<file path="src/sv/rdc_pkg.sv">
// ----------------------------------------------------------------------------
// rdc_pkg
// Types, constants and helpers shared by the radix digit converter.
// ----------------------------------------------------------------------------
package rdc_pkg;

  // Bits of the input value that take part in the conversion
  localparam int ValueWidth = 32;
  localparam int CntWidth   = $clog2(ValueWidth);

  localparam int InValueWidth = 32;
  localparam int RadixWidth   = 6;
  localparam int CharWidth    = 7;

  localparam logic [RadixWidth-1:0] MinRadix = RadixWidth'(2);
  localparam logic [RadixWidth-1:0] MaxRadix = RadixWidth'(36);

  localparam logic [CharWidth-1:0] CharZero = CharWidth'(48);  // '0'
  localparam logic [CharWidth-1:0] CharA    = CharWidth'(65);  // 'A'

  typedef enum logic [1:0] {
    ST_IDLE,
    ST_DIV,
    ST_EMIT
  } rdc_state_e;

  // Controller to datapath
  typedef struct packed {
    logic load;     // take a new item
    logic step;     // one restoring division step
    logic restart;  // divide the quotient again for the next digit
    logic emit;     // load the output register with the remainder
  } rdc_cmd_t;

  // Datapath to controller
  typedef struct packed {
    logic step_last;  // current step is the final one of this division
    logic quot_zero;  // quotient is zero: this digit ends the run
    logic out_free;   // output register can take a digit this cycle
  } rdc_status_t;

  function automatic logic [RadixWidth-1:0] sat_radix(input logic [RadixWidth-1:0] r);
    logic [RadixWidth-1:0] res;
    res = r;
    if (r < MinRadix) res = MinRadix;
    if (r > MaxRadix) res = MaxRadix;
    return res;
  endfunction

  // '0'-'9' then 'A'-'Z'
  function automatic logic [CharWidth-1:0] digit_to_char(input logic [RadixWidth-1:0] d);
    logic [CharWidth-1:0] res;
    if (d < RadixWidth'(10)) begin
      res = CharZero + CharWidth'(d);
    end else begin
      res = CharA + CharWidth'(d) - CharWidth'(10);
    end
    return res;
  endfunction

endpackage

</file>
<file path="src/sv/rdc_if.sv">
// ----------------------------------------------------------------------------
// rdc_if
// Valid/ready channels of the radix digit converter: input item and digit.
// ----------------------------------------------------------------------------
interface rdc_in_if
  import rdc_pkg::*;
();
  logic                    valid;
  logic                    ready;
  logic [InValueWidth-1:0] value;
  logic [RadixWidth-1:0]   radix;

  modport source (output valid, output value, output radix, input ready);
  modport sink   (input valid, input value, input radix, output ready);
endinterface

interface rdc_out_if
  import rdc_pkg::*;
();
  logic                  valid;
  logic                  ready;
  logic [CharWidth-1:0]  digit_char;
  logic [RadixWidth-1:0] digit_value;
  logic                  last_digit;

  modport source (output valid, output digit_char, output digit_value, output last_digit,
                  input ready);
  modport sink   (input valid, input digit_char, input digit_value, input last_digit,
                  output ready);
endinterface

</file>
<file path="src/sv/rdc_ctrl.sv">
// ----------------------------------------------------------------------------
// rdc_ctrl
// Sequencer: accept an item, run one division per digit, hand each digit on.
// ----------------------------------------------------------------------------
module rdc_ctrl
  import rdc_pkg::*;
(
  input  logic        clk_i,
  input  logic        rst_ni,
  input  logic        in_valid_i,
  output logic        in_ready_o,
  input  rdc_status_t status_i,
  output rdc_cmd_t    cmd_o
);

  rdc_state_e state_q, state_d;

  always_ff @(posedge clk_i or negedge rst_ni) begin
    if (!rst_ni) begin
      state_q <= ST_IDLE;
    end else begin
      state_q <= state_d;
    end
  end

  always_comb begin
    state_d = state_q;
    unique case (state_q)
      ST_IDLE: begin
        if (in_valid_i) state_d = ST_DIV;
      end
      ST_DIV: begin
        if (status_i.step_last) state_d = ST_EMIT;
      end
      ST_EMIT: begin
        if (status_i.out_free) begin
          state_d = status_i.quot_zero ? ST_IDLE : ST_DIV;
        end
      end
      default: state_d = ST_IDLE;
    endcase
  end

  always_comb begin
    cmd_o      = '0;
    in_ready_o = 1'b0;
    unique case (state_q)
      ST_IDLE: begin
        in_ready_o = 1'b1;
        cmd_o.load = in_valid_i;
      end
      ST_DIV: begin
        cmd_o.step = 1'b1;
      end
      ST_EMIT: begin
        cmd_o.emit    = status_i.out_free;
        cmd_o.restart = status_i.out_free && !status_i.quot_zero;
      end
      default: ;
    endcase
  end

endmodule

</file>
<file path="src/sv/rdc_dp.sv">
// ----------------------------------------------------------------------------
// rdc_dp
// Datapath: bit-serial restoring divider by the radix and the digit register.
// ----------------------------------------------------------------------------
module rdc_dp
  import rdc_pkg::*;
(
  input  logic                    clk_i,
  input  logic                    rst_ni,
  input  rdc_cmd_t                cmd_i,
  output rdc_status_t             status_o,
  input  logic [InValueWidth-1:0] value_i,
  input  logic [RadixWidth-1:0]   radix_i,
  output logic                    out_valid_o,
  input  logic                    out_ready_i,
  output logic [CharWidth-1:0]    digit_char_o,
  output logic [RadixWidth-1:0]   digit_value_o,
  output logic                    last_digit_o
);

  logic [ValueWidth-1:0] quot_q, quot_d;
  logic [RadixWidth-1:0] rem_q, rem_d;
  logic [RadixWidth-1:0] radix_q;
  logic [CntWidth-1:0]   cnt_q, cnt_d;

  logic                  out_valid_q, out_valid_d;
  logic [CharWidth-1:0]  char_q;
  logic [RadixWidth-1:0] dval_q;
  logic                  last_q;

  logic [RadixWidth:0]   trial;
  logic [RadixWidth:0]   diff;
  logic                  fits;

  // Shift the next dividend bit into the partial remainder and try the radix
  assign trial = {rem_q, quot_q[ValueWidth-1]};
  assign diff  = trial - {1'b0, radix_q};
  assign fits  = trial >= {1'b0, radix_q};

  always_comb begin
    quot_d = quot_q;
    rem_d  = rem_q;
    cnt_d  = cnt_q;
    if (cmd_i.load) begin
      quot_d = ValueWidth'(value_i);
      rem_d  = '0;
      cnt_d  = '0;
    end else if (cmd_i.restart) begin
      rem_d = '0;
      cnt_d = '0;
    end else if (cmd_i.step) begin
      quot_d = {quot_q[ValueWidth-2:0], fits};
      rem_d  = fits ? diff[RadixWidth-1:0] : trial[RadixWidth-1:0];
      cnt_d  = cnt_q + CntWidth'(1);
    end
  end

  always_ff @(posedge clk_i) begin
    quot_q <= quot_d;
    rem_q  <= rem_d;
    cnt_q  <= cnt_d;
    if (cmd_i.load) radix_q <= sat_radix(radix_i);
    if (cmd_i.emit) begin
      char_q <= digit_to_char(rem_q);
      dval_q <= rem_q;
      last_q <= (quot_q == '0);
    end
  end

  always_comb begin
    out_valid_d = out_valid_q;
    if (cmd_i.emit) begin
      out_valid_d = 1'b1;
    end else if (out_ready_i) begin
      out_valid_d = 1'b0;
    end
  end

  always_ff @(posedge clk_i or negedge rst_ni) begin
    if (!rst_ni) begin
      out_valid_q <= 1'b0;
    end else begin
      out_valid_q <= out_valid_d;
    end
  end

  assign status_o.step_last = (cnt_q == CntWidth'(ValueWidth - 1));
  assign status_o.quot_zero = (quot_q == '0);
  assign status_o.out_free  = !out_valid_q || out_ready_i;

  assign out_valid_o   = out_valid_q;
  assign digit_char_o  = char_q;
  assign digit_value_o = dval_q;
  assign last_digit_o  = last_q;

endmodule

</file>
<file path="src/sv/radix_digit_converter.sv">
// ----------------------------------------------------------------------------
// radix_digit_converter
// Converts an unsigned value to ASCII digits in a radix of 2 to 36.
// ----------------------------------------------------------------------------
// One input transfer gives one output transfer per digit, least significant
// first, the final one flagged by last_digit; a zero value gives a single '0'.
// A radix below 2 is treated as 2 and one above 36 as 36. Each digit comes
// from a restoring division by the radix that retires one quotient bit per
// cycle, and the remainder then goes into the output register once that is
// free. Items are handled one at a time; the next item is taken as soon as
// its predecessor's last digit sits in the output register.
// ----------------------------------------------------------------------------
module radix_digit_converter
  import rdc_pkg::*;
(
  input  logic      clk_i,
  input  logic      rst_ni,
  rdc_in_if.sink    in_if,
  rdc_out_if.source out_if
);

  rdc_cmd_t    cmd;
  rdc_status_t status;

  rdc_ctrl u_ctrl (
    .clk_i      (clk_i),
    .rst_ni     (rst_ni),
    .in_valid_i (in_if.valid),
    .in_ready_o (in_if.ready),
    .status_i   (status),
    .cmd_o      (cmd)
  );

  rdc_dp u_dp (
    .clk_i         (clk_i),
    .rst_ni        (rst_ni),
    .cmd_i         (cmd),
    .status_o      (status),
    .value_i       (in_if.value),
    .radix_i       (in_if.radix),
    .out_valid_o   (out_if.valid),
    .out_ready_i   (out_if.ready),
    .digit_char_o  (out_if.digit_char),
    .digit_value_o (out_if.digit_value),
    .last_digit_o  (out_if.last_digit)
  );

endmodule

</file>
<file path="src/flat_wrapper.sv">
// flat-port wrapper written by rule: the top's interface ports become plain ports
module radix_digit_converter_flat import rdc_pkg::*;
  (clk_i, rst_ni, in_if_valid, in_if_value, in_if_radix, in_if_ready, out_if_valid, out_if_digit_char, out_if_digit_value, out_if_last_digit, out_if_ready);
  rdc_in_if in_if_i ();
  rdc_out_if out_if_i ();
  input  logic clk_i;
  input  logic rst_ni;
  input wire logic [$bits(in_if_i.valid)-1:0] in_if_valid;
  input wire logic [$bits(in_if_i.value)-1:0] in_if_value;
  input wire logic [$bits(in_if_i.radix)-1:0] in_if_radix;
  output wire logic [$bits(in_if_i.ready)-1:0] in_if_ready;
  output wire logic [$bits(out_if_i.valid)-1:0] out_if_valid;
  output wire logic [$bits(out_if_i.digit_char)-1:0] out_if_digit_char;
  output wire logic [$bits(out_if_i.digit_value)-1:0] out_if_digit_value;
  output wire logic [$bits(out_if_i.last_digit)-1:0] out_if_last_digit;
  input wire logic [$bits(out_if_i.ready)-1:0] out_if_ready;
  assign in_if_i.valid = in_if_valid;
  assign in_if_i.value = in_if_value;
  assign in_if_i.radix = in_if_radix;
  assign in_if_ready = in_if_i.ready;
  assign out_if_valid = out_if_i.valid;
  assign out_if_digit_char = out_if_i.digit_char;
  assign out_if_digit_value = out_if_i.digit_value;
  assign out_if_last_digit = out_if_i.last_digit;
  assign out_if_i.ready = out_if_ready;
  radix_digit_converter u_core (.clk_i(clk_i), .rst_ni(rst_ni), .in_if(in_if_i), .out_if(out_if_i));
endmodule
</file>
<file path="config.mk">
export PLATFORM = sky130hd
export DESIGN_NAME = radix_digit_converter_flat
export DESIGN_NICKNAME = d
export VERILOG_FILES = /design/src/sv/rdc_pkg.sv /design/src/sv/rdc_if.sv /design/src/sv/rdc_ctrl.sv /design/src/sv/rdc_dp.sv /design/src/sv/radix_digit_converter.sv /design/src/flat_wrapper.sv
export SDC_FILE = /design/constraint.sdc
export NUM_CORES = 1
export LEC_CHECK = 0
export BUFFER_PORTS_ARGS = -buffer_cell sky130_fd_sc_hd__buf_2
export CAP_MARGIN = 10
export CELL_PAD_IN_SITES_DETAIL_PLACEMENT = 1
export CELL_PAD_IN_SITES_GLOBAL_PLACEMENT = 2
export CORE_MARGIN = 5
export CORE_UTILIZATION = 40
export CTS_BUF_LIST = sky130_fd_sc_hd__clkbuf_16
export DETAILED_ROUTE_END_ITERATION = 7
export GPL_TIMING_DRIVEN = 0
export PLACE_DENSITY_LB_ADDON = 0.1
export REMOVE_ABC_BUFFERS = 1
export SLEW_MARGIN = 20
export SYNTH_ARGS = -nofsm -noshare
export SYNTH_HDL_FRONTEND = slang
export SYNTH_HIERARCHICAL = 1
export SYNTH_SLANG_ARGS = --single-unit
</file>
<file path="constraint.sdc">
create_clock -name clk_i -period 5 [get_ports clk_i]
set_input_delay 0.75 -clock clk_i [delete_from_list [all_inputs] [get_ports clk_i]]
set_output_delay 0.75 -clock clk_i [all_outputs]
set_load 0.02 [all_outputs]
</file>
======== Word level (Yosys, flattened, before mapping) ========
Cells that the tools add are included.
word-level totals
  word-level logic and storage cells ...... 55
  register bits after elaboration ......... 66
  input bits .............................. 42
operators by class
  magnitude comparators ................... 4
  muxes and demuxes ....................... 17
  eq/ne operators ......................... 7
  add/subtract/negate cells ............... 5
  reduce and logical (&&, ||, !) cells .... 12
operator list
  cell                                                        count
  2-to-1 mux 32 bit                                           3
  logical NOT 32 bit                                          1
  2-to-1 mux 6 bit                                            2
  2-to-1 mux 2 bit                                            4
  adder 6 x 6 -> 7 bit, first input constant                  1
  adder 7 x 6 -> 7 bit, first input constant                  1
  >= comparator 7 x 6 -> 1 bit                                1
  2-to-1 mux 7 bit                                            1
  subtractor 7 x 4 -> 7 bit, second input constant            1
  > comparator 6 bit, second input constant                   1
  less-than comparator 6 x 2 -> 1 bit, second input constant  1
  less-than comparator 6 x 4 -> 1 bit, second input constant  1
  2-to-1 mux 1 bit                                            6
  one-hot mux 2 bit (3 select lines)                          1
  subtractor 6 bit                                            1
  adder 5 x 1 -> 5 bit, second input constant                 1
  == test 5 bit, second input constant                        1
  inequality test 2 x 1 -> 1 bit, second input constant       2
  inequality test 2 bit, second input constant                2
  nonzero test 2 bit                                          2
  OR reduction 2 bit                                          2
  AND reduction 3 bit                                         1
  == test 2 x 1 -> 1 bit, second input constant               1
  == test 2 bit, second input constant                        1
  5 further kinds                                             6

======== Longest topological paths before layout ========
  depth in word-level cells ............... 6
  gate-level depth with buffers ........... 8

======== Hierarchy ========
The synthesis kept the hierarchy.
by module, submodules not included
  module    area an instance (um2)  instances  sequential area each (um2)  cells an instance
  rdc_dp    3113.0                  1          1806.7                      237
  rdc_ctrl  127.6                   1          50.0                        12

======== Least setup slack after synthesis ========
OpenSTA, ideal clock, no wires.
  kind .................................... input to register
  from .................................... input in_if_valid
  to ...................................... register u_core.u_dp.quot_q[0], enable pin
  stages .................................. 4
  slack ................................... 1.864 ns
  arrival time ............................ 2.748 ns
  data required time ...................... 4.612 ns
  buffers on the path ..................... 2
  cells stage by stage .................... nor3b_1 -> buf_4 -> clkbuf_1 -> a21o_1
on the way
  longest elaborated chain between the ends .. 3
  elaborated cells between the ends (all ways) .. 4
RTL lines
  element                                                                                line               source
  start, declared                                                                        flat_wrapper.sv:8  input wire logic [$bits(in_if_i.valid)-1:0] in_if_valid;
  2-to-1 mux 1 bit (*)                                                                   rdc_ctrl.sv:47     unique case (state_q)
  inequality test 2 x 1 -> 1 bit (no line) / nonzero test 2 bit (equally long branches)  n/a
  AND reduction 2 bit (no line) (*)                                                      n/a
  end signal, assigned                                                                   rdc_dp.sv:59       quot_q <= quot_d;
  end, declared                                                                          rdc_dp.sv:21       logic [ValueWidth-1:0] quot_q, quot_d;
Every way passes the cells marked *; elsewhere a longest branch is shown, timed or not.
A chain may end at the register's enable or synchronous reset.

==> flow_summary.yaml <==
status:
  status: "complete, no violations"
worst_setup_path:
  crit_fanout: 11
  r2r_setup_slack_ns: 2.55
  path_cells: "nor4_1 > nand4_1 > nor2_1 > and4bb_4 > or2_2 > or4b_1 > o311ai_1"
  start_kind: "flop"
  r2r_end: "u_core/u_dp/rem_q[0]"
  path_depth: 7
  endpoint: "u_core/u_dp/rem_q[0]"
  crit_arrival_ns: 2.67
  crit_type: "reg -> reg"
  slowest_delay_ns: 0.50
  required_ns: 5.22
  cp_top_family: "simple AND/OR/NAND/NOR gates"
  timing.rr.start: "u_core/u_dp/quot_q[25]"
  critPathLaunch: "u_core/u_dp/quot_q[25]"
  rr_worst_depth: 7
  cp_slowest_cell: "or4b_1"
  crit_path_end_kind: "flop"
  critPathBufInv: 0
cts:
  worstSkewPairLatency_ns: 0.32
  path_clk_slew_ns: 0.05
  hold_buffers: 0
  cts_tree: "built"
  clkSinkCount: 66
  cts_made_buffers: 9
  cts_buffer_depth: 2
  cts_setup_buffers: 0
  root_buffer: "clkbuf_16"
  h-tree-depth: 3
  cts_resized: 0
yosys:
  yosysMostFrequentCell: "edfxtp_1"
  synth_edf_count: 52
  yosysTopAreaCell: "edfxtp_1"
  syn_area_sq_um: 3240
  synthFlopType: "edfxtp_1"
  syn-instance-count: 249
  synthTopCellsByArea: "edfxtp_1, mux2_2, dfxtp_1"
  yosysSeqAreaShare: 0.573
  synth_area_per_cell_sq_um: 13.0
  ys_types: 46
  ys_warn_count: 6
  ys_ff_latch: 66
  synthTopCellsByCount: "edfxtp_1, mux2_2, nor2_1, inv_1, ha_1"
  synth_top_area_frac: 0.482
  synthArstFlopShare: 0.0455
power:
  leakage_nw: 1.58
  cellPowerDensity_nw_per_um2: 642
  peakVddDrop_mv: 0.293
detailed_routing:
  post_drt_via_cell_ratio: 5.12
  drt-pass1-iter-count: 6
  wl_per_cell_um: 14.9
  wl_mm: 6.23
  dr.first_iter.drc_count: 68
  drc_errors: 0
  drtAntennaViolNets: 0
  dr_total_vias: 2135
finish:
  area_growth_pct: 20.6
  fillers: 858
  layout-drive-gt1-share: 0.371
  n_antenna_cell: 0
  fin_nets: 365
  fin_cells: 417
  fin_area_sq_um: 3910
die:
  core_area_sq_um: 7810
  rows: 32
  dieWidth_um: 100
  die_y_um: 100
  io_pins: 58
  die-area_sq_um: 10000
  start_util: 0.415
job:
  maxCapViolCount: 0
sta:
  min_period_ns: 2.45
  timing.hold.ws_ns: 0.217
  setup_viol: 0
  finalCritPeriodShare: 0.489
  maxSlewViolCount: 0
  finalHoldViolations: 0
  tightest_slew_ns: 0.809
  fin_tns_setup_ns: 0
  timing.final.ws_setup_ns: 2.55
  max_slew_margin: 0.458
  fin_worst_skew_ns: 0.00641
  fmax_mhz: 409
  rsz0062_at_grt: "no"
placement:
  dp_cells: 401
  gp_congestion: 0.725
  post-place-ws_ns: 2.33
  postPlaceCellArea_sq_um: 3640
  hpwlAfterDp_mm: 4.75
  port_buffers: 57
grt:
  grt_overflow: 0
  antenna_found_initial: 0
  grt_pass1_vias: 2119
  track_usage: 0.135
  grt_pass1_wl_mm: 10.4
  grt_util_met2: 0.201
  met1_usage: 0.183
  grt_use_met3: 0.0361
  busiest_layer: "met2"
  grt_max_degree: 33
hold_path:
  holdCritPathClass: "in -> async"
-- stage by stage --
step / utilization / power [mW]
2_1_floorplan: - / 1.73
4_1_cts: 0.501 / 2.54
5_1_grt: 0.501 / 2.71
3_3_place_gp: 0.461 / 1.93
6_report: 0.501 / 2.51
3_5_place_dp: 0.466 / 1.97
-- layout make-up --
cell class	count	area, sq um	share of cell area
Clock inverter	7	45.0	0.0115
Clock buffer	9	225	0.0576
Tap cell	102	128	0.0327
Inverter	15	56.3	0.0144
Sequential cell	66	1860	0.475
Timing Repair Buffer	61	319	0.0816
Multi-Input combinational cell	157	1280	0.327
-- state kept, by name, summed over array words and instances, names as in the netlist --
name                       flops
u_core/u_dp/radix_q            6
u_core/u_dp/digit_value_o      6
u_core/u_dp/rem_q              6
u_core/u_dp/digit_char_o       7
u_core/u_dp/out_valid_o        1
u_core/u_dp/cnt_q              5
u_core/u_ctrl/state_q          2
u_core/u_dp/quot_q            32
u_core/u_dp/last_digit_o       1
-- metal layers --
layer / vias to the layer above / wire length [um]
met5: - / 0
met4: 0 / 89
met3: 6 / 273
met2: 43 / 2950
met1: 1038 / 2920
li1: 1048 / -
-- cells by family (layout without fill, tap and decap cells) --
family,after synthesis,after routing,synth area share
xor gates and xnor gates,11,11,0.0297
buffers and inverters,26,92,0.0351
DFF,66,66,0.573
muxes,38,38,0.129
AOI/OAI and AO/OA,31,31,0.0687
and+or+nand+nor,63,63,0.108
adders and majority gates,14,14,0.0556
-- cells in the final DEF (no fill, tap or decap), types with 8 or more instances in the layout --
cell type / instances
edfxtp_1: 52
nor4_1: 8
a21oi_1: 9
nor2_1: 18
clkbuf_16: 9
inv_1: 15
ha_1: 12
buf_2: 57
nand2_1: 9
mux2_2: 31
dfxtp_1: 11
-- how the worst min path moves through the flow --
| stage | slack [ns] | startpoint | endpoint | cells after the start |
|---|---|---|---|---|
| 3_5_place_dp | 0.50 | u_core/u_dp/cnt_q[4] | u_core/u_dp/cnt_q[4] | 2 |
| 2_1_floorplan | 0.45 | rst_ni | u_core/u_ctrl/state_q[0] | 0 |
| 4_1_cts | 0.21 | rst_ni | u_core/u_dp/out_valid_o | 1 |
| 5_1_grt | 0.21 | rst_ni | u_core/u_ctrl/state_q[1] | 1 |
| 6_report | 0.22 | rst_ni | u_core/u_dp/out_valid_o | 1 |
| 3_3_place_gp | 0.48 | u_core/u_dp/cnt_q[4] | u_core/u_dp/cnt_q[4] | 2 |
-- where the power goes --
group	internal [mW]	total, mW	switching [mW]
registers	0.910	1.06	0.153
logic	0.435	0.884	0.449
clock network	0.333	0.561	0.228
(Power assumes the default switching activity.)
